[config.mk]
export PLATFORM = sky130hd
export DESIGN_NAME = stepper_pulse_speed_controller_unit
export DESIGN_NICKNAME = d
export VERILOG_FILES = /design/src/rtl/core/spsc_pkg.sv /design/src/rtl/core/spsc_speed.sv /design/src/rtl/core/spsc_panel.sv /design/src/rtl/core/spsc_pulse.sv /design/src/rtl/core/stepper_pulse_speed_controller_unit.sv
export VERILOG_INCLUDE_DIRS = /design/src /design/src/rtl/core
export SDC_FILE = /design/constraint.sdc
export NUM_CORES = 1
export LEC_CHECK = 0
export BUFFER_PORTS_ARGS = -buffer_cell sky130_fd_sc_hd__buf_2
export CAP_MARGIN = 0
export CORE_MARGIN = 8
export CORE_UTILIZATION = 60
export CTS_CLUSTER_SIZE = 10
export DETAILED_ROUTE_END_ITERATION = 10
export HOLD_SLACK_MARGIN = 0.1
export PLACE_DENSITY_LB_ADDON = 0.08
export SYNTH_ARGS = -nofsm -noshare
export SYNTH_HDL_FRONTEND = slang
export SYNTH_SLANG_ARGS = --single-unit
export TNS_END_PERCENT = 20
[constraint.sdc]
create_clock -name clock -period 13.08 [get_ports clock]
set_clock_uncertainty 0.05 [all_clocks]
set_input_delay 1.308 -clock clock [delete_from_list [all_inputs] [get_ports clock]]
set_output_delay 1.308 -clock clock [all_outputs]
set_load 0.02 [all_outputs]
[src/rtl/core/assert_macros.svh]
// Assertion helpers, compiled out for synthesis.
`ifndef ASSERT_MACROS_SVH
`define ASSERT_MACROS_SVH

`ifndef SYNTH
`define SPSC_ASSERT(lbl, clk, rst, prop) \
   lbl: assert property (@(posedge clk) disable iff (rst) prop) \
      else $error("spsc assertion failed");
`define SPSC_ASSERT_ALWAYS(lbl, clk, prop) \
   lbl: assert property (@(posedge clk) prop) \
      else $error("spsc assertion failed");
`else
`define SPSC_ASSERT(lbl, clk, rst, prop)
`define SPSC_ASSERT_ALWAYS(lbl, clk, prop)
`endif

`endif

[src/rtl/core/spsc_pkg.sv]
package spsc_pkg;

   localparam int unsigned TIME_W   = 32;
   localparam int unsigned POT_W    = 10;
   localparam int unsigned PERIOD_W = 11;
   localparam int unsigned PRESS_W  = 16;

   localparam logic [POT_W-1:0]    POT_LOW          = 10'd10;
   localparam logic [POT_W-1:0]    POT_HIGH         = 10'd1000;
   localparam logic [PERIOD_W-1:0] PERIOD_SLOW      = 11'd2000;
   localparam logic [PERIOD_W-1:0] PERIOD_FAST      = 11'd300;
   localparam logic [PERIOD_W-1:0] PERIOD_RESET     = 11'd1000;
   localparam logic [PRESS_W-1:0]  LONG_PRESS_RESET = 16'd800;

   // (pot-10)*1700/990 == ((pot-10) * 170 * ceil(2^24/99)) >> 24 over the pot range
   localparam int unsigned SPAN_MUL_W = 25;
   localparam int unsigned SPAN_SHIFT = 24;
   localparam logic [SPAN_MUL_W-1:0] SPAN_MUL = 25'd28809390;

   localparam int unsigned REQ_DATA_W = 48;
   localparam int unsigned RSP_DATA_W = 48;

   typedef enum logic {
      KIND_SAMPLE = 1'b0,
      KIND_TICK   = 1'b1
   } kind_type;

   typedef struct packed {
      kind_type            kind;
      logic [TIME_W-1:0]   time_value;
      logic [POT_W-1:0]    pot_value;
      logic                button_level;
   } in_word_type;

   typedef struct packed {
      logic                in_range;
      logic [PERIOD_W-1:0] period;
   } speed_type;

   typedef struct packed {
      logic                motor_on;
      logic                dir_cw;
      logic [PERIOD_W-1:0] half_period;
   } panel_state_type;

   typedef struct packed {
      logic                step_level;
      logic [TIME_W-1:0]   step_total;
   } pulse_state_type;

endpackage

[src/rtl/core/spsc_speed.sv]
module spsc_speed
   import spsc_pkg::*;
(
   input  logic [POT_W-1:0] pot_value,
   output speed_type        speed
);

   logic [POT_W-1:0]                offset;
   logic [POT_W+SPAN_MUL_W-1:0]     product;
   logic [PERIOD_W-1:0]             drop;

   assign offset  = pot_value - POT_LOW;
   assign product = {{SPAN_MUL_W{1'b0}}, offset} * {{POT_W{1'b0}}, SPAN_MUL};
   assign drop    = product[SPAN_SHIFT +: PERIOD_W];

   assign speed.in_range = (pot_value > POT_LOW) && (pot_value < POT_HIGH);
   assign speed.period   = PERIOD_SLOW - drop;

endmodule

[src/rtl/core/spsc_panel.sv]
module spsc_panel
   import spsc_pkg::*;
(
   input  logic                clock,
   input  logic                reset,
   input  logic                csr_wr_en,
   input  logic [PRESS_W-1:0]  csr_wr_data,
   input  logic                sample_en,
   input  logic [TIME_W-1:0]   now_ms,
   input  logic                button_level,
   input  speed_type           speed,
   output panel_state_type     state
);

   logic [PRESS_W-1:0]  long_press_ff, long_press_in;
   logic                motor_on_ff, motor_on_in;
   logic                dir_cw_ff, dir_cw_in;
   logic                prev_button_ff, prev_button_in;
   logic [TIME_W-1:0]   press_start_ff, press_start_in;
   logic [PERIOD_W-1:0] half_period_ff, half_period_in;
   logic [TIME_W-1:0]   held;
   logic                is_long;

   assign held    = now_ms - press_start_ff;
   assign is_long = held >= {{(TIME_W-PRESS_W){1'b0}}, long_press_ff};

   always_comb begin
      long_press_in  = csr_wr_en ? csr_wr_data : long_press_ff;
      motor_on_in    = motor_on_ff;
      dir_cw_in      = dir_cw_ff;
      prev_button_in = prev_button_ff;
      press_start_in = press_start_ff;
      half_period_in = half_period_ff;
      if (sample_en) begin
         if (prev_button_ff && !button_level) begin
            press_start_in = now_ms;
         end
         if (!prev_button_ff && button_level) begin
            if (is_long) begin
               motor_on_in = !motor_on_ff;
            end else begin
               dir_cw_in = !dir_cw_ff;
            end
         end
         prev_button_in = button_level;
         // enable after this sample's release decides
         if (motor_on_in && speed.in_range) begin
            half_period_in = speed.period;
         end
      end
   end

   always_ff @(posedge clock) begin
      if (reset) begin
         long_press_ff  <= LONG_PRESS_RESET;
         motor_on_ff    <= 1'b1;
         dir_cw_ff      <= 1'b1;
         prev_button_ff <= 1'b1;
         press_start_ff <= '0;
         half_period_ff <= PERIOD_RESET;
      end else begin
         long_press_ff  <= long_press_in;
         motor_on_ff    <= motor_on_in;
         dir_cw_ff      <= dir_cw_in;
         prev_button_ff <= prev_button_in;
         press_start_ff <= press_start_in;
         half_period_ff <= half_period_in;
      end
   end

   assign state.motor_on    = motor_on_ff;
   assign state.dir_cw      = dir_cw_ff;
   assign state.half_period = half_period_ff;

endmodule

[src/rtl/core/spsc_pulse.sv]
module spsc_pulse
   import spsc_pkg::*;
(
   input  logic              clock,
   input  logic              reset,
   input  logic              tick_en,
   input  logic [TIME_W-1:0] now_us,
   input  panel_state_type   panel,
   output pulse_state_type   state
);

   logic              level_ff, level_in;
   logic [TIME_W-1:0] last_toggle_ff, last_toggle_in;
   logic [TIME_W-1:0] edge_count_ff, edge_count_in;
   logic [TIME_W-1:0] elapsed;
   logic              due;

   assign elapsed = now_us - last_toggle_ff;
   assign due     = elapsed >= {{(TIME_W-PERIOD_W){1'b0}}, panel.half_period};

   always_comb begin
      level_in       = level_ff;
      last_toggle_in = last_toggle_ff;
      edge_count_in  = edge_count_ff;
      if (tick_en && panel.motor_on && due) begin
         level_in       = !level_ff;
         last_toggle_in = now_us;
         if (!level_ff) begin
            edge_count_in = edge_count_ff + 1'b1;
         end
      end
   end

   always_ff @(posedge clock) begin
      if (reset) begin
         level_ff       <= 1'b0;
         last_toggle_ff <= '0;
         edge_count_ff  <= '0;
      end else begin
         level_ff       <= level_in;
         last_toggle_ff <= last_toggle_in;
         edge_count_ff  <= edge_count_in;
      end
   end

   assign state.step_level = level_ff;
   assign state.step_total = edge_count_ff;

endmodule

[src/rtl/core/stepper_pulse_speed_controller_unit.sv]
// Flow: an accepted word loads the input register, then the panel and pulse
// state registers update from it when the output can advance; the state registers
// double as the result register. One word per clock unless rsp_tready stalls.
// Reset: synchronous, active high; step low, count zero, motor enabled,
// clockwise, half-period 1000 us, long press 800 ms.
`include "assert_macros.svh"

module stepper_pulse_speed_controller_unit
   import spsc_pkg::*;
(
   input  logic                  clock,
   input  logic                  reset,
   input  logic                  csr_wr_en,
   input  logic [PRESS_W-1:0]    csr_wr_data,
   input  logic                  req_tvalid,
   output logic                  req_tready,
   // time_value[31:0], pot_value[41:32], button_level[42], zero fill
   input  logic [REQ_DATA_W-1:0] req_tdata,
   // kind[0]
   input  logic                  req_tuser,
   output logic                  rsp_tvalid,
   input  logic                  rsp_tready,
   // step_level[0], dir_level[1], enable_n[2], step_total[34:3],
   // half_period_us[45:35], zero fill
   output logic [RSP_DATA_W-1:0] rsp_tdata
);

   in_word_type     in_word_ff, in_word_in;
   logic            in_vld_ff, in_vld_in;
   logic            rsp_vld_ff, rsp_vld_in;
   logic            advance;
   logic            do_item;
   speed_type       speed;
   panel_state_type panel;
   pulse_state_type pulse;

   assign advance    = !rsp_vld_ff || rsp_tready;
   assign req_tready = !in_vld_ff || advance;
   assign do_item    = in_vld_ff && advance;

   always_comb begin
      in_word_in = in_word_ff;
      in_vld_in  = in_vld_ff;
      rsp_vld_in = rsp_vld_ff;
      if (req_tready) begin
         in_vld_in               = req_tvalid;
         in_word_in.kind         = kind_type'(req_tuser);
         in_word_in.time_value   = req_tdata[TIME_W-1:0];
         in_word_in.pot_value    = req_tdata[TIME_W +: POT_W];
         in_word_in.button_level = req_tdata[TIME_W+POT_W];
      end
      if (advance) begin
         rsp_vld_in = in_vld_ff;
      end
   end

   always_ff @(posedge clock) begin
      if (reset) begin
         in_vld_ff  <= 1'b0;
         rsp_vld_ff <= 1'b0;
      end else begin
         in_vld_ff  <= in_vld_in;
         rsp_vld_ff <= rsp_vld_in;
      end
   end

   always_ff @(posedge clock) begin
      in_word_ff <= in_word_in;
   end

   spsc_speed u_speed (
      .pot_value (in_word_ff.pot_value),
      .speed     (speed)
   );

   spsc_panel u_panel (
      .clock        (clock),
      .reset        (reset),
      .csr_wr_en    (csr_wr_en),
      .csr_wr_data  (csr_wr_data),
      .sample_en    (do_item && (in_word_ff.kind == KIND_SAMPLE)),
      .now_ms       (in_word_ff.time_value),
      .button_level (in_word_ff.button_level),
      .speed        (speed),
      .state        (panel)
   );

   spsc_pulse u_pulse (
      .clock   (clock),
      .reset   (reset),
      .tick_en (do_item && (in_word_ff.kind == KIND_TICK)),
      .now_us  (in_word_ff.time_value),
      .panel   (panel),
      .state   (pulse)
   );

   assign rsp_tvalid = rsp_vld_ff;
   assign rsp_tdata  = {{(RSP_DATA_W-PERIOD_W-TIME_W-3){1'b0}},
                        panel.half_period,
                        pulse.step_total,
                        !panel.motor_on,
                        panel.dir_cw,
                        pulse.step_level};

   `SPSC_ASSERT(a_period_range, clock, reset,
      (panel.half_period >= PERIOD_FAST) && (panel.half_period <= PERIOD_SLOW))
   `SPSC_ASSERT(a_count_on_rise, clock, reset,
      (pulse.step_total != $past(pulse.step_total)) |->
         (pulse.step_level && !$past(pulse.step_level) && $past(do_item)))
   `SPSC_ASSERT(a_held_stage, clock, reset,
      (in_vld_ff && !advance) |=> (in_vld_ff && $stable(in_word_ff)))
   `SPSC_ASSERT(a_state_frozen, clock, reset,
      !do_item |=> ($stable(pulse) && $stable(panel.motor_on) && $stable(panel.dir_cw)))

endmodule
Word-level counts from Yosys, hierarchy flattened --
Index checks and enable logic that the tools add are counted.
Storage, ports and cells: output and inout port bits 50, word-level logic and storage cells 53, memory bits (read-only) 0, bits in registers 173, bits of input ports 70, RAM bits 0, memories kept 0, latch bits 0
Cells by class: equality and inequality tests 0, add/subtract/negate cells 5, shift operators 0, multiply operators 1, multiplexer cells 3, reduce and logical (&&, ||, !) cells 22, divide/modulo/power cells 0, bitwise operators 3, order comparisons 4
Operator list (count):
- subtractor 32 bit | 2
- multiplier 10 x 24 -> 34 bit (second input constant) | 1
- adder 32 x 1 -> 32 bit (second input constant) | 1
- >= comparator 32 x 11 -> 1 bit | 1
- >= comparator 32 x 16 -> 1 bit | 1
- subtractor 11 bit (first input constant) | 1
- > comparator 10 x 4 -> 1 bit (second input constant) | 1
- < comparator 10 bit (second input constant) | 1
- subtractor 10 x 4 -> 10 bit (second input constant) | 1
- logical AND 1 bit | 9
- zero test 1 bit | 7
- AND reduction 2 bit | 3
- 2-to-1 mux 1 bit | 3
- NOT 1 bit | 3
- AND reduction 3 bit | 1
- logical OR 1 bit | 2

Depth between registers and ports, before layout --
Gate-level depths: netlist of the first run.
depth in word-level cells 7, gate-level depth with buffers 32

Cells and area by module --
A second synthesis of the first run with hierarchy kept.
Second synthesis, totals: cell total of the unflattened synthesis 1933, area total of the unflattened synthesis 16223.1 um^2
By module, submodules not included:
- spsc_pulse | area each 5487.8 um^2, cells an instance 738, seq. area each 1301.2 um^2, instances 1
- spsc_panel | area each 4720.8 um^2, cells an instance 621, seq. area each 1241.2 um^2, instances 1
- spsc_speed | area each 4564.4 um^2, cells an instance 516, seq. area each 0.0 um^2, instances 1
- stepper_pulse_speed_controller_unit | area each 1450.1 um^2, cells an instance 58, seq. area each 1361.3 um^2, instances 1

Worst setup path after synthesis of the first run --
OpenSTA, ideal clock, no wires.
path kind register -> register, start point register in_word_ff[2] in the netlist's numbering, end point register u_panel.half_period_ff[10], arrival time 7.123 ns, buffers on the path 1, path slack 5.784 ns, period minus slack after synthesis 7.296 ns, setup time 0.124 ns, cell stages (with the launch flop) 30, cells stage by stage edfxtp_1 -> clkbuf_1 -> inv_1 -> ha_1 -> o21bai_1 -> nor2_1 -> xor2_1 -> ha_1 -> xnor2_1 -> fa_1 -> inv_1 -> fa_1 -> inv_1 -> fa_1 -> inv_1 -> fa_1 -> ha_1 -> nand2_1 -> a21oi_1 -> o311ai_0 -> o211ai_1 -> xnor2_1 -> ha_1 -> nor4b_1 -> o21ai_0 -> a31o_2 -> and4_1 -> nor4_1 -> xnor2_1 -> a21oi_1
On the way: cells in the longest elaborated chain, start to end 4
Ends and longest elaborated chain:
- from (decl) | line stepper_pulse_speed_controller_unit.sv:28 | in_word_type in_word_ff, in_word_in;
- from (signal assigned) | line stepper_pulse_speed_controller_unit.sv:68 | in_word_ff <= in_word_in;
- parallel branches: the longest is 4 deep, another holds multiplier 10 x 24 -> 34 bit
- to (signal assigned) | line spsc_panel.sv:67 | half_period_ff <= half_period_in;
- to (decl) | line spsc_panel.sv:20 | logic [PERIOD_W-1:0] half_period_ff, half_period_in;
Parallel ways; which one is timed is not known. A chain may end at the register's enable or synchronous reset.

Worst setup path after layout of the first run --
Ends and elaborated chain as after synthesis.

==> results.toml, run 1 <==
[layout]
area_growth_pct = 8.53
filler_cell_count = 2145
nets = 2244
diodes = 0
layout_common_cells = "255 x inv_1, 190 x ha_1, 182 x a21oi_1"
mostFrequentLayoutCell = "inv_1"
drive_gt1_frac = 0.0940

[timing]
setup_tns_ns = 0
rsz0062_at_grt = "false"
maxSlewHeadroom = 0.282
final-hold-violation-count = 0
min_period_ns = 8.52
setup_slack_ns = 4.56
post-route-period-util = 0.651
drv_slew = 0
worst-slew-pin-transition_ns = 1.07
setup_viol = 0
fmax_mhz = 117

[power]
ir_worst_vdd_uv = 281
power_leakage_nw = 7.32
p_per_area_mw_per_mm2 = 219

[placement]
port_buffers = 112
gp_congestion = 0.969
pre_cts_ws_ns = 4.71
hpwl_um = 30800

[setup_path]
cp-start-kind = "register"
cp.required_ns = 13.34
cp-end-kind = "register"
path_class = "reg -> reg"
critPathMaxFanout = 12
critPathArrivalTime_ns = 8.78

[floorplan]
start_util = 0.613
dieArea_mm2 = 0.0311
fp.dieH_um = 176
die_x_um = 176
boundaryPins = 120
row_count = 58
coreArea_mm2 = 0.0252

[clock_tree]
root_buffer = "clkbuf_16"
hold_buffers = 0
cts_tree = "built"
cts.sinks = 173
clkTransAtPathRegs_ns = 0.07
cts.path.max_buffers = 2
cts_inserted_buffers = 17
cts_resized = 0
clk_latency_ns = 0.44
cts_setup_buffers = 0
cts-htree-levels = 4

[drt]
routed_wl_um = 39200
drc = 0
vias = 13400
wl_per_cell_um = 17.4
drtAntennaViolNets = 0
dr.pass1.iters = 5
drtIter0Drc = 1134
via_per_inst = 5.94

[yosys]
yosysSeqAreaShare = 0.253
synth_cell_types = 77
async_flop_share = 0
synth_ff_type = "dfxtp_1"
netlist_instances = 1848
avgSynthCellArea_um2 = 8.35
synth.ff_latch_count = 173
synth_area_mm2 = 0.0154
synth-edff-count = 44
synth_warnings = 0

[status]
status = "completed"

[flow_run]
cap_viol_max_count = 0

[global_route]
grt_pass1_vias = 12600
antenna_found_initial = 0
grt_max_degree = 82
grt_pass1_wl_um = 64200
overflow = 0
grtUsageTotal = 0.251

[min_path]
hold_class = "reg -> reg"
## metal layers
| layer | part of all wire | track usage | routed length [µm] | vias to the layer above |
|---|---|---|---|---|
| met5 | 0 | 0 | 0 | - |
| met4 | 0.0089 | 0.0441 | 350 | 0 |
| met3 | 0.061 | 0.0444 | 2400 | 27 |
| met2 | 0.46 | 0.403 | 17900 | 362 |
| met1 | 0.47 | 0.351 | 18500 | 6423 |
| li1 | - | - | - | 6578 |
## path summary, 6_finish.rpt
kind,startpoint,end,slack (ns),cells past startpoint
hold reg to reg,u_panel.press_start_ff[29],u_panel.press_start_ff[29],0.41,2
setup / recovery,in_word_ff[2],u_panel.half_period_ff[10],4.56,27
setup reg to reg,in_word_ff[2],u_panel.half_period_ff[10],4.56,27
hold / removal,u_panel.press_start_ff[29],u_panel.press_start_ff[29],0.41,2
## logic make-up (layout without fill, tap and decap cells)
| logic type | Yosys count | in the layout | synth area share |
|---|---|---|---|
| buffers and inverters | 332 | 408 | 0.0866 |
| xor gates and xnor gates | 70 | 70 | 0.0397 |
| DFF | 173 | 173 | 0.253 |
| muxes | 33 | 33 | 0.0223 |
| adders and majority gates | 262 | 262 | 0.248 |
| other | 1 | 2 | 0.000243 |
| AOI/OAI and AO/OA | 483 | 483 | 0.194 |
| and+or+nand+nor | 494 | 494 | 0.157 |
## per-stage QoR
stage / std cells / utilization / total power, mW / hold slack [ns] / instance area, µm²
3_3_place_gp: 2223 / 0.640 / 3.05 / 0.392 / 16100
5_1_grt: 2255 / 0.665 / 4.03 / 0.421 / 16700
6_report: 2255 / 0.665 / 3.67 / 0.406 / 16700
2_1_floorplan: 1849 / - / 2.56 / 0.386 / 15400
3_5_place_dp: 2223 / 0.640 / 3.12 / 0.396 / 16100
4_1_cts: 2255 / 0.665 / 3.68 / 0.406 / 16700
## power by group
group	internal [mW]	switching, mW	total, mW
clock network	0.275	0.263	0.538
logic	1.09	1.44	2.53
registers	0.573	0.0307	0.604
## synthesized netlist by cell type, types with 8 or more instances
| master | n | area, µm² |
|---|---|---|
| o21a_1 | 22 | 165 |
| o21ai_1 | 17 | 85.1 |
| or4_1 | 27 | 203 |
| nor2_1 | 93 | 349 |
| fa_1 | 72 | 1440 |
| buf_2 | 8 | 40.0 |
| o21ai_0 | 86 | 430 |
| o21bai_1 | 14 | 105 |
| nor3_1 | 21 | 105 |
| a21oi_1 | 182 | 911 |
| o31ai_1 | 27 | 203 |
| dfxtp_1 | 129 | 2580 |
| ha_1 | 190 | 2380 |
| nand2b_1 | 12 | 75.1 |
| buf_6 | 8 | 90.1 |
| edfxtp_1 | 44 | 1320 |
| nand2_1 | 167 | 627 |
| or2_2 | 8 | 50.1 |
| nand4_1 | 26 | 163 |
| a211oi_1 | 17 | 128 |
| xnor2_1 | 40 | 350 |
| nand3_1 | 68 | 340 |
| inv_1 | 255 | 957 |
| mux2i_1 | 25 | 250 |
| and3_1 | 15 | 93.8 |
| xor2_1 | 30 | 263 |
| a21o_1 | 34 | 255 |
| clkbuf_1 | 49 | 184 |
| a31oi_1 | 9 | 56.3 |
| nor2b_1 | 15 | 93.8 |
| o211ai_1 | 23 | 173 |
| nor4_1 | 8 | 50.1 |
| or3_1 | 12 | 75.1 |
## worst max-delay path, stage by stage, from the launching register on
cell	delay [ns]
edfxtp_1	0.61
inv_1	0.20
ha_1	0.27
o21bai_1	0.26
nor3_1	0.09
xor2_1	0.75
ha_1	0.37
xor2_1	0.29
ha_1	0.21
a21oi_1	0.07
fa_1	0.57
inv_1	0.07
fa_1	0.54
inv_1	0.06
fa_1	0.50
inv_1	0.04
ha_1	0.30
a21oi_1	0.16
o21ai_0	0.14
o21ai_0	0.48
o211ai_1	0.25
a211oi_1	0.45
o31ai_1	0.26
o41ai_1	0.68
nor4bb_1	0.12
nor4_1	0.35
xnor2_1	0.16
a21oi_1	0.08
## sequential cells by signal (all words and copies together) (netlist names)
signal	flops
rsp_tvalid	1
u_panel.dir_cw_ff	1
u_panel.long_press_ff	16
u_panel.prev_button_ff	1
u_panel.motor_on_ff	1
u_pulse.edge_count_ff	32
u_pulse.level_ff	1
u_panel.press_start_ff	32
in_vld_ff	1
in_word_ff	44
u_pulse.last_toggle_ff	32
u_panel.half_period_ff	11
## area by class of cell
class                      instances  area [µm²]  area share
clock buffer                      18         450      0.0269
clock inverter                    14         185      0.0111
multi-input combinational       1344       10200       0.609
tap                              330         413      0.0247
inverter                         255         957      0.0572
sequential                       173        3900       0.233
timing repair buffer             121         631      0.0377
(Power assumes the default switching activity.)
==> run 2, diff against run 1 <==
==> constraint.sdc (replaced) <==
create_clock -name clock -period 8.1 [get_ports clock]
set_clock_uncertainty 0.05 [all_clocks]
set_input_delay 0.81 -clock clock [delete_from_list [all_inputs] [get_ports clock]]
set_output_delay 0.81 -clock clock [all_outputs]
set_load 0.02 [all_outputs]
==> results.toml, run 2 (synthesis gave the netlist of run 1 again) <==
[clock_tree]
hold_buffers = 0
cts_tree = "built"
clk_latency_ns = 0.45
clkTransAtPathRegs_ns = 0.08
cts-htree-levels = 4
root_buffer = "clkbuf_16"
cts.path.max_buffers = 2
cts_inserted_buffers = 17
cts.sinks = 173

[min_path]
hold_class = "reg -> reg"
whs_endpoint = "u_panel.press_start_ff[9]"
min_path_cells = 2
hold_start = "u_panel.press_start_ff[9]"

[drt]
vias = 13400
drtAntennaViolNets = 0
dr.pass1.iters = 6
via_per_inst = 5.89
drtIter0Drc = 1018
routed_wl_um = 39700
wl_per_cell_um = 17.5
drc = 0

[status]
status = "completed"

[layout]
filler_cell_count = 2093
mostFrequentLayoutCell = "inv_1"
area_growth_pct = 9.60
nets = 2259
fin_cells = 2271
postLayoutCoreUtil = 0.671
layout_common_cells = "255 x inv_1, 190 x ha_1, 182 x a21oi_1"
largest_reg_flops = 44
top_register = "in_word_ff"
drive_gt1_frac = 0.105

[setup_path]
cp_slowest_cell = "fa_1"
path_class = "reg -> reg"
cp_top_family = "adder cells"
critPathMaxFanout = 7
cp-end-kind = "register"
timing.rr.start = "in_word_ff[4]"
cp.required_ns = 8.38
critPathArrivalTime_ns = 7.87
critPathBufInv = 5
slowest_delay_ns = 0.55
rrSetupSlack_ns = 0.51
worstRegToRegCells = 29
cp-start-kind = "register"
r2r_end = "u_panel.half_period_ff[10]"

[timing]
final-hold-violation-count = 0
maxSlewHeadroom = 0.257
worst-slew-pin-transition_ns = 1.11
setup_slack_ns = 0.510
rsz0062_at_grt = "false"
setup_viol = 0
min_period_ns = 7.59
fmax_mhz = 132
drv_slew = 0
post-route-period-util = 0.937
setup_tns_ns = 0
hold_ws_ns = 0.404

[floorplan]
fp.dieH_um = 176
coreArea_mm2 = 0.0252
dieArea_mm2 = 0.0311
row_count = 58
die_x_um = 176
start_util = 0.613
boundaryPins = 120

[placement]
port_buffers = 112
pre_cts_ws_ns = 0.230
gp_congestion = 0.993
placed_cells = 2234
hpwl_um = 31500

[power]
p_per_area_mw_per_mm2 = 361
ir_worst_vdd_uv = 393
power_leakage_nw = 7.41

[global_route]
overflow = 0
grtUsageTotal = 0.253
antenna_found_initial = 1
grt_pass1_wl_um = 64000
grt_max_degree = 79
grt_pass1_vias = 12500

[flow_run]
cap_viol_max_count = 0
run 2: changes by cell type in the layout (fill, tap and decap cells not counted), moves of 2 or more:
cell and change:
inv_8 -2, buf_4 +15, xnor2_2 +2, xnor2_1 -2
run 2: final cells by class:
class	count	area, µm²	area share
multi-input combinational	1344	10200	0.606
timing repair buffer	136	743	0.0440
sequential	173	3900	0.231
clock inverter	14	188	0.0111
inverter	255	957	0.0566
tap	330	413	0.0244
antenna	1	2.50	0.000148
clock buffer	18	450	0.0266
run 2: where the power goes:
| part | internal, mW | total, mW | switching (mW) |
|---|---|---|---|
| registers | 0.925 | 0.973 | 0.0476 |
| clock network | 0.443 | 0.872 | 0.429 |
| logic | 1.89 | 4.25 | 2.36 |
| total | 3.26 | 6.10 | 2.84 |
run 2: metrics by stage:
step           power (mW)  area, µm²
2_1_floorplan        4.13      15400
6_report             6.10      16900
3_3_place_gp         4.93      16200
5_1_grt              6.70      16900
4_1_cts              5.94      16800
3_5_place_dp         5.04      16200
run 2: repair_timing:
action	in CTS	in global routing
buffers inserted	0	4
resized for setup	0	9
setup endpoints to repair	0	4
run 2: worst max path at each step:
stage / end / slack, ns / depth (start not counted) / start
after floorplan: u_panel.half_period_ff[10] / 0.80 / 29 / in_word_ff[2]
after global placement: u_panel.half_period_ff[10] / 0.37 / 28 / in_word_ff[3]
after detailed placement: u_panel.half_period_ff[10] / 0.23 / 28 / in_word_ff[3]
after CTS: u_panel.half_period_ff[10] / 0.20 / 28 / in_word_ff[3]
after global routing: u_panel.half_period_ff[10] / 0.007 / 28 / in_word_ff[4]
final: u_panel.half_period_ff[10] / 0.51 / 29 / in_word_ff[4]
run 2: worst reg2reg max path, delay by kind of cell (launching register included):
family / cells / cell delay, ns
adders and majority gates: 8 / 3.18
and+or+nand+nor: 7 / 1.56
AOI/OAI and AO/OA: 6 / 1.25
xor gates and xnor gates: 3 / 0.52
DFF: 1 / 0.51
buffers and inverters: 5 / 0.41
run 2: metal layers:
layer,vias to the layer above,track usage,routed length (µm)
li1,6623,-,-
met1,6292,0.360,18700
met2,430,0.391,17700
met3,37,0.0466,2670
met4,0,0.0599,578
met5,-,0,0
==> run 3, diff against run 2 <==
--- a/config.mk
+++ b/config.mk
@@ -10,10 +10,12 @@
 export CAP_MARGIN = 0
 export CORE_MARGIN = 8
 export CORE_UTILIZATION = 60
+export CTS_BUF_LIST = sky130_fd_sc_hd__clkbuf_4
 export CTS_CLUSTER_SIZE = 10
 export DETAILED_ROUTE_END_ITERATION = 10
 export HOLD_SLACK_MARGIN = 0.1
 export PLACE_DENSITY_LB_ADDON = 0.08
+export REMOVE_ABC_BUFFERS = 1
 export SYNTH_ARGS = -nofsm -noshare
 export SYNTH_HDL_FRONTEND = slang
 export SYNTH_SLANG_ARGS = --single-unit
==> results.toml, run 3 (synthesis gave the netlist of run 1 again) <==
[status]
status = "completed"

[timing]
setup_tns_ns = 0
post-route-period-util = 0.946
worst-slew-pin-transition_ns = 1.20
hold_ws_ns = 0.335
final-hold-violation-count = 0
min_period_ns = 7.66
setup_viol = 0
maxSlewHeadroom = 0.197
fmax_mhz = 130
setup_slack_ns = 0.435
drv_slew = 0

[layout]
mostFrequentLayoutCell = "inv_1"
postLayoutCoreUtil = 0.661
filler_cell_count = 2220
nets = 2267
top_register = "in_word_ff"
largest_reg_flops = 44
drive_gt1_frac = 0.107
layout_common_cells = "254 x inv_1, 190 x ha_1, 182 x a21oi_1"
area_growth_pct = 7.88
fin_cells = 2280

[drt]
drc = 0
drtAntennaViolNets = 0
wl_per_cell_um = 16.8
dr.pass1.iters = 6
routed_wl_um = 38400
via_per_inst = 5.82
drtIter0Drc = 884
vias = 13300

[floorplan]
die_x_um = 176
fp.dieH_um = 176
start_util = 0.613
boundaryPins = 120
dieArea_mm2 = 0.0311
coreArea_mm2 = 0.0252
row_count = 58

[power]
p_switching_mw = 2.80
p_sw_frac = 0.479
power_leakage_nw = 7.31
clkPwrFrac = 0.101
pwr-share-seq = 0.165
p_per_area_mw_per_mm2 = 351
combinationalPowerShare = 0.734
ir_worst_vdd_uv = 627
p_int_mw = 3.04

[min_path]
min_path_cells = 1
hold_class = "in -> reg"

[setup_path]
slowest_delay_ns = 0.58
cp.required_ns = 8.54
critPathArrivalTime_ns = 8.10
path_class = "reg -> reg"
cp_common_cell = "ha_1"
cp-end-kind = "register"
cp_slowest_cell = "fa_1"
critPathMaxFanout = 6
worstRegToRegCells = 30
cp-start-kind = "register"

[global_route]
grt_pass1_wl_um = 63300
antenna_found_initial = 1
grt_pass1_vias = 12800
overflow = 0
grt_max_degree = 69
grtUsageTotal = 0.246

[clock_tree]
root_buffer = "clkbuf_4"
clk_latency_ns = 0.58
cts.sinks = 173
cts_tree = "built"
clkTransAtPathRegs_ns = 0.20
cts.path.max_buffers = 2
cts-htree-levels = 4
cts_inserted_buffers = 17
hold_buffers = 0

[placement]
placed_cells = 2239
hpwl_um = 30500
pre_cts_ws_ns = 0.180
port_buffers = 112
gp_congestion = 0.931

[flow_run]
cap_viol_max_count = 0
## run 3: metrics by stage
stage               instance area [µm²]  power, mW
detailed placement                16200       5.19
finish                            16600       5.84
floorplan                         15000       4.12
global placement                  16200       5.06
CTS                               16600       5.80
global route                      16600       6.46
## run 3: worst paths after layout
path	start	end	slack (ns)
hold / removal	req_tdata[32]	in_word_ff[1]	0.33
setup reg to reg	in_word_ff[3]	u_panel.half_period_ff[10]	0.44
setup / recovery	in_word_ff[3]	u_panel.half_period_ff[10]	0.44
hold reg to reg	u_panel.press_start_ff[10]	u_panel.press_start_ff[10]	0.42
## run 3: power groups by stage
stage	combinational (mW)	clock (mW)	sequential, mW
6_report	4.28	0.588	0.966
5_1_grt	4.85	0.630	0.972
4_1_cts	4.23	0.599	0.967
3_5_place_dp	4.20	0	0.985
3_3_place_gp	4.07	0	0.984
2_1_floorplan	3.14	0	0.984
## run 3: metal layers
layer / routed length, µm / global-route usage / up-vias / share of wire
met4: 760 / 0.0658 / 0 / 0.020
li1: - / - / 6626 / -
met2: 17900 / 0.409 / 353 / 0.47
met3: 2160 / 0.0414 / 54 / 0.056
met1: 17600 / 0.328 / 6239 / 0.46
met5: 0 / 0 / - / 0
## run 3: layout make-up
| type | count | area (µm²) | area share |
|---|---|---|---|
| multi-input cells | 1344 | 10200 | 0.615 |
| flip-flops and latches | 173 | 3900 | 0.235 |
| inverters | 255 | 961 | 0.0577 |
| repair buffers | 144 | 803 | 0.0483 |
| well taps | 330 | 413 | 0.0248 |
| clock inverters | 15 | 201 | 0.0121 |
| clock buffers | 17 | 128 | 0.00767 |
| diodes | 2 | 5.00 | 0.000301 |
## run 3: critical path: cells and delay by family (launching register included)
kind,cells,cell delay [ns]
simple gates,7,1.42
compound gates,7,1.47
fa+ha+maj,8,2.94
xor+xnor,3,0.53
flops,1,0.41
buf+inv,5,0.71
## run 3: timing repair
item / CTS / global route
gates resized for setup: 0 / 8
setup endpoints to repair: 0 / 5
buffers inserted: 0 / 7
